## src/rtl/smv_pkg.sv

```systemverilog
package smv_pkg;

   localparam int MaxDim     = 64;
   localparam int IdxWidth   = 6;
   localparam int DimWidth   = 7;
   localparam int ValWidth   = 32;

   localparam logic [1:0] ModeLoad   = 2'd0;
   localparam logic [1:0] ModeEntry  = 2'd1;
   localparam logic [1:0] ModeFinish = 2'd2;

   localparam logic [1:0] StoreGeneral = 2'd0;
   localparam logic [1:0] StoreUpper   = 2'd1;
   localparam logic [1:0] StoreLower   = 2'd2;

   localparam logic [2:0] RegIndexBase = 3'd0;
   localparam logic [2:0] RegStorage   = 3'd1;
   localparam logic [2:0] RegUnitDiag  = 3'd2;
   localparam logic [2:0] RegRowCount  = 3'd3;
   localparam logic [2:0] RegColCount  = 3'd4;

   // Classified command from the front end to the back end.
   typedef enum logic [1:0] {
      CMD_NONE,
      CMD_LOAD,
      CMD_ENTRY,
      CMD_FINISH
   } cmd_kind_type;

   typedef struct packed {
      cmd_kind_type          kind;
      logic                  err;     // sets sticky error
      logic                  mirror;  // second update y[col] += a*x[row]
      logic                  skip;    // entry ignored
      logic                  diag;    // add unit diagonal on finish
      logic [IdxWidth-1:0]   row;
      logic [IdxWidth-1:0]   col;
      logic [DimWidth-1:0]   rows;
      logic [ValWidth-1:0]   value;
   } cmd_type;

   localparam int CmdWidth = $bits(cmd_type);

   function automatic logic [DimWidth-1:0] clamp_dim(input logic [DimWidth-1:0] v);
      logic [DimWidth-1:0] r;
      r = v;
      if (v == '0) r = DimWidth'(1);
      else if (v > DimWidth'(MaxDim)) r = DimWidth'(MaxDim);
      return r;
   endfunction

endpackage

```

## src/rtl/smv_front.sv

```systemverilog
module smv_front (
   input  logic                 clock,
   input  logic                 reset,
   input  logic                 in_valid,
   output logic                 in_ready,
   input  logic [1:0]           mode,
   input  logic [6:0]           row_index,
   input  logic [6:0]           col_index,
   input  logic [31:0]          value,
   input  logic                 index_base,
   input  logic [1:0]           storage_mode,
   input  logic                 unit_diagonal,
   input  logic [6:0]           row_count,
   input  logic [6:0]           col_count,
   output logic                 cmd_valid,
   input  logic                 cmd_ready,
   output smv_pkg::cmd_type     cmd
);
   // two-entry queue
   smv_pkg::cmd_type q_ff [2];
   logic [1:0] wp_ff, rp_ff;
   logic [1:0] wp_in, rp_in;
   smv_pkg::cmd_type c;
   logic [6:0] rows, cols, r7, c7;
   logic r_ok, c_ok, sym, push, pop;

   always_comb begin
      rows = smv_pkg::clamp_dim(row_count);
      cols = smv_pkg::clamp_dim(col_count);
      r7 = row_index - 7'(index_base);
      c7 = col_index - 7'(index_base);
      c = '0;
      c.rows = rows;
      c.value = value;
      c.row = r7[5:0];
      c.col = c7[5:0];
      sym = (storage_mode == smv_pkg::StoreUpper || storage_mode == smv_pkg::StoreLower)
            && rows == cols;
      case (mode)
         smv_pkg::ModeLoad: begin
            r_ok = row_index >= 7'(index_base) && r7 < cols;
            c_ok = 1'b1;
            c.kind = smv_pkg::CMD_LOAD;
            c.err = !r_ok;
         end
         smv_pkg::ModeEntry: begin
            r_ok = row_index >= 7'(index_base) && r7 < rows;
            c_ok = col_index >= 7'(index_base) && c7 < cols;
            c.kind = smv_pkg::CMD_ENTRY;
            c.err = !(r_ok && c_ok);
            if (sym && r7 != c7) begin
               if ((storage_mode == smv_pkg::StoreUpper) ? (r7 < c7) : (r7 > c7))
                  c.mirror = 1'b1;
               else
                  c.skip = 1'b1;
            end
         end
         smv_pkg::ModeFinish: begin
            r_ok = 1'b1;
            c_ok = 1'b1;
            c.kind = smv_pkg::CMD_FINISH;
            c.diag = unit_diagonal && rows == cols;
            c.err = unit_diagonal && rows != cols;
         end
         default: begin
            r_ok = 1'b1;
            c_ok = 1'b1;
            c.kind = smv_pkg::CMD_NONE;
         end
      endcase
   end

   assign in_ready  = (wp_ff - rp_ff) != 2'd2;
   assign cmd_valid = wp_ff != rp_ff;
   assign cmd       = q_ff[rp_ff[0]];
   assign push      = in_valid && in_ready && c.kind != smv_pkg::CMD_NONE;
   assign pop       = cmd_valid && cmd_ready;
   assign wp_in     = wp_ff + 2'(push);
   assign rp_in     = rp_ff + 2'(pop);

   always_ff @(posedge clock) begin
      if (reset) begin
         wp_ff <= '0;
         rp_ff <= '0;
      end else begin
         wp_ff <= wp_in;
         rp_ff <= rp_in;
      end
      if (push) q_ff[wp_ff[0]] <= c;
   end
endmodule

```

## config.mk

```make
export PLATFORM = sky130hd
export DESIGN_NAME = smv_front
export DESIGN_NICKNAME = d
export VERILOG_FILES = /design/src/rtl/smv_pkg.sv /design/src/rtl/smv_front.sv
export SDC_FILE = /design/constraint.sdc
export NUM_CORES = 1
export LEC_CHECK = 0
export BUFFER_PORTS_ARGS = -buffer_cell sky130_fd_sc_hd__buf_2
export CORE_ASPECT_RATIO = 1.4
export CORE_MARGIN = 2
export CORE_UTILIZATION = 38
export DETAILED_ROUTE_END_ITERATION = 12
export SLEW_MARGIN = 20
export SYNTH_ARGS = -nofsm -noshare
export SYNTH_HDL_FRONTEND = slang
export SYNTH_SLANG_ARGS = --single-unit
```

## constraint.sdc

```tcl
create_clock -name clock -period 4.1 [get_ports clock]
set_input_delay 0.205 -clock clock [delete_from_list [all_inputs] [get_ports clock]]
set_output_delay 0.205 -clock clock [all_outputs]
set_load 0.02 [all_outputs]
```

== Word level (Yosys, flattened, before mapping) ==
Memories as Yosys holds them, arrays and structs flattened. A register that Yosys moved wholly into a read port is not among the register bits.
Cells that the tools add are included.

* Bitwise gates (word level): 0
* Multiply operators: 0
* Div/mod/pow operators: 0
* $lt $le $gt $ge: 9
* Add/sub/neg operators: 5
* Eq/ne operators: 9
* Reductions and logical operators: 18
* Shifts and indexed selects: 0
* Mux-type cells: 15

{| class="wikitable"
|+ Operators by type and width
! cell !! number
|-
| $lt A7 B7 Y1 || 4
|-
| $mux W7 || 4
|-
| $ge A7 B1 Y1 || 2
|-
| $gt A7 B7 Y1 const B || 2
|-
| $logic_not A7 Y1 || 2
|-
| $ne A7 B7 Y1 || 2
|-
| $sub A7 B1 Y7 || 2
|-
| $logic_and A1 B1 Y1 || 11
|-
| $eq A7 B7 Y1 || 1
|-
| $gt A7 B7 Y1 || 1
|-
| $mux W1 || 7
|-
| $pmux W2 S3 || 1
|-
| $add A2 B1 Y2 || 2
|-
| $eq A2 B1 Y1 const B || 2
|-
| $eq A2 B2 Y1 const B || 2
|-
| $mux W2 || 2
|-
| $pmux W1 S3 || 1
|-
| $logic_not A1 Y1 || 2
|-
| $logic_not A2 Y1 || 1
|-
| $ne A2 B2 Y1 || 1
|-
| $ne A2 B2 Y1 const B || 1
|-
| $reduce_bool A2 Y1 || 1
|-
| $sub A2 B2 Y2 || 1
|-
| $logic_or A1 B1 Y1 || 1
|}

* ROM bits: 0
* Bits in writable memories: 114
* Output and inout bits: 59
* Bits in registers: 4
* Word-level logic and storage cells: 59
* Input port bits: 70
* Latch bits: 0
* Memories: 1

{| class="wikitable"
|+ Memory list
! name !! words !! width !! read ports !! clocked after Yosys merged registers in !! write ports !! line !! RTL
|-
| q_ff || 2 || 57 || 1 || 1 || 1 || smv_front.sv:20 || <nowiki>smv_pkg::cmd_type q_ff [2];</nowiki>
|}

== Depth between registers and ports, before layout ==
* Depth after elaboration: 8
* Depth in mapped cells: 13

== Least setup slack after synthesis ==
Ideal clock, no wire load.

* Kind: reg2reg
* Start point: register wp_ff[1]
* End point: memory q_ff[1][0] in the netlist's numbering (enable)
* Library setup time: 0.423 ns
* Cell stages (with the launch flop): 5
* Arrival time: 2.374 ns
* Required time: 3.677 ns
* Buffers on the path: 0
* Slack: 1.303 ns
* Path through: dfxtp_1 xnor2_1 nand2b_1 and3b_1 ha_1

* Word-level cells in the longest chain between the ends: 6

{| class="wikitable"
|+ RTL lines
! element !! line !! RTL
|-
| start: declaration || smv_front.sv:21 || <nowiki>logic [1:0] wp_ff, rp_ff;</nowiki>
|-
| start signal: assignment || smv_front.sv:86 || <nowiki>wp_ff <= wp_in;</nowiki>
|-
| $sub A2 B2 Y2 || smv_front.sv:73 || <nowiki>assign in_ready = (wp_ff - rp_ff) != 2'd2;</nowiki>
|-
| $ne A2 B2 Y1 || smv_front.sv:73 ||
|-
| net in_ready || smv_front.sv:5 || <nowiki>output logic in_ready,</nowiki>
|-
| $logic_and A1 B1 Y1 (2 in series) || smv_front.sv:76 || <nowiki>assign push = in_valid && in_ready && c.kind != smv_pkg::CMD_NONE;</nowiki>
|-
| $mux W1 || smv_front.sv:89 || <nowiki>if (push) q_ff[wp_ff[0]] <= c;</nowiki>
|-
| $mux W1 (not written as such) || smv_front.sv:89 ||
|-
| end: declaration || smv_front.sv:20 ||
|}

The timed path passes the listed nets, and every way through them passes these cells.

==> results.yml <==
routing:
  drtIter0Drc: 122
  firstDrtPassIters: 4
  wl_per_cell_um: 16.1
  viasPerCell: 4.87
  antenna_left: 0
  drc_errors: 0
  wirelength_mm: 12.1
  via_count: 3654
floorplanning:
  die_h_um: 147
  io_pins: 129
  num_rows: 52
  start_util_pct: 38.6
  dieArea_mm2: 0.0156
  die_x_um: 106
  core_mm2: 0.0144
global_route:
  antenna_found_initial: 0
  met3_usage_pct: 4.53
  busiest_layer: "met2"
  grt_remaining_overflow: 0
  grt_use_met1_pct: 18.0
  first_global_vias: 3751
  grt_use_total_pct: 15.8
  grt_pass1_wl_mm: 18.8
  met2_usage_pct: 27.5
  grt_max_degree: 59
layout:
  layout_common_cells: "buf_2, edfxtp_1, ha_1, mux2_2, dlygate4sd3_1"
  diodes: 0
  layout.nets: 655
  final_core_util_pct: 51.1
  area_growth_pct: 32.6
  final_area_mm2: 0.00735
  drive_gt1_share_pct: 37.6
  mostFrequentLayoutCell: "buf_2"
worst_setup_path:
  arrival_ns: 2.72
  worst_ep_required_time_ns: 4.24
  rr_endpoint: "q_ff[0][53]"
  r2r_slack_ns: 1.66
  worstReg2RegStart: "wp_ff[1]"
  critPathLaunch: "row_index[0]"
  cp-end-kind: "flip-flop"
  start_kind: "primary input"
  worst_r2r_path_depth: 5
  endpoint: "q_ff[0][54]"
  path_max_fanout: 5
  critPathKind: "in2reg"
clocking:
  clockBufferDepth: 2
  path_clk_slew_ns: 0.05
  cts_tree: "built"
  htreeDepth: 4
  tritoncts.num_buffers: 17
  cts_setup_buffers: 0
  cts.sinks: 118
  root_buffer: "clkbuf_16"
  holdBufCountCts: 33
  insertion_delay_ns: 0.41
  cts_resized: 0
sta:
  tns_ns: 0
  rsz0062_at_grt: "false"
  fin_skew_ns: 0.00775
  period_minus_slack_ns: 2.58
  finalSetupViolations: 0
  fmax_mhz: 388
  slew-limit-headroom_pct: 43.8
  hold_viol_final: 0
  period_share_pct: 62.8
  drv_slew: 0
  fin_hold_ws_ns: 0.104
  tightestPinTransition_ns: 0.843
worst_hold_path:
  holdCritPathClass: "in2reg"
yosys:
  ys_seq_area_share_pct: 63.1
  syn_area_mm2: 0.00555
  synth_edf_count: 114
  syn_inst: 371
  dominantRegCellSynth: "edfxtp_1"
  ys_ff_latch: 118
  syn_nets: 478
  synth.avg_cell_area_um2: 15.0
  async_flop_share_pct: 0
  yosysUniqueCellTypes: 49
  ys_warn_count: 0
placement:
  place.port_buffers: 128
  dp_hpwl_mm: 8.68
  gp_congestion: 0.905
  dpl-instance-area_mm2: 0.00643
run_status:
  status: "completed"
power_and_ir_drop:
  p_per_area_mw_per_mm2: 524
  ir_drop_mv: 0.246
  power_mw: 3.86
  p_leak_nw: 2.98
run:
  maxCapViolCount: 0
-- routing by layer --
| metal | routed length (um) | part of all wire (%) |
|---|---|---|
| met1 | 5060 | 42 |
| met2 | 6090 | 50 |
| met3 | 628 | 5.2 |
| met4 | 286 | 2.4 |
| met5 | 0 | 0 |
-- cell type report --
class	count	area, um2
Clock inverter	9	101
Fill cell	1249	7020
Multi-Input combinational cell	216	1910
Sequential cell	118	3500
Clock buffer	23	488
Inverter	30	113
Tap cell	189	236
Timing Repair Buffer	165	1000
-- kinds of logic after synthesis --
group,Yosys count,share of synthesized area (%)
simple gates,71,6.50
buf+inv,37,2.50
compound gates,32,4.80
flops,118,63.1
xor+xnor,19,3.13
fa+ha+maj,37,8.34
mux,57,11.6
-- Yosys cell counts (2+ instances only) --
library cell    n  area [um2]
inv_2           2        7.51
o41ai_1         2        17.5
a31oi_1         4        25.0
nand2b_1        3        18.8
xnor2_1         7        61.3
xor2_1         11        96.3
buf_1           3        11.3
mux2_2         34         383
a21o_1          2        15.0
nor4_1          2        12.5
a21oi_1         5        25.0
edfxtp_1      114        3420
nor2_1         18        67.6
mux2_1         23         259
inv_1          28         105
ha_1           37         463
clkbuf_1        4        15.0
nor2b_1         2        12.5
nand3_1         4        20.0
or3_1           2        12.5
dfxtp_1         4        80.1
nand2_1        19        71.3
nand4_1         5        31.3
o21ai_0         5        25.0
nor3_1          7        35.0
-- how the worst min path moves through the flow --
stage	startpoint	end	slack [ns]	depth (start not counted)
2_1_floorplan	reset	wp_ff[0]	0.27	1
5_1_grt	row_count[6]	q_ff[0][38]	0.1	1
4_1_cts	row_count[6]	q_ff[0][38]	0.09	1
6_report	row_count[6]	q_ff[0][38]	0.10	1
3_3_place_gp	value[24]	q_ff[0][24]	0.39	1
3_5_place_dp	value[19]	q_ff[0][19]	0.40	1
-- worst max-delay path, cell delays in order --
cell and delay (ns):
buf_2 0.11, inv_1 0.05, ha_1 0.18, or4b_1 0.49
nor2_1 0.13, xor2_1 0.43, ha_1 0.35, a21oi_1 0.14
a21boi_0 0.10, o31a_1 0.28, a31oi_1 0.14, a31oi_1 0.11
-- sequential cells by signal (all words and copies together) (netlist names) --
name / flops
q_ff: 114
wp_ff: 2
rp_ff: 2
-- through the flow --
| step | cells | worst slack [ns] |
|---|---|---|
| after detailed placement | 685 | 1.11 |
| final | 750 | 1.52 |
| after global placement | 685 | 1.13 |
| after floorplan | 371 | 1.30 |
| after global routing | 750 | 1.35 |
| after CTS | 750 | 1.53 |
-- where the power goes --
group          total (mW)  internal (mW)  switching [mW]
logic               0.938          0.375           0.563
registers            1.48           1.45          0.0230
clock network        1.44          0.953           0.489
total                3.86           2.78            1.08
Power figures use the tool's default switching activity.
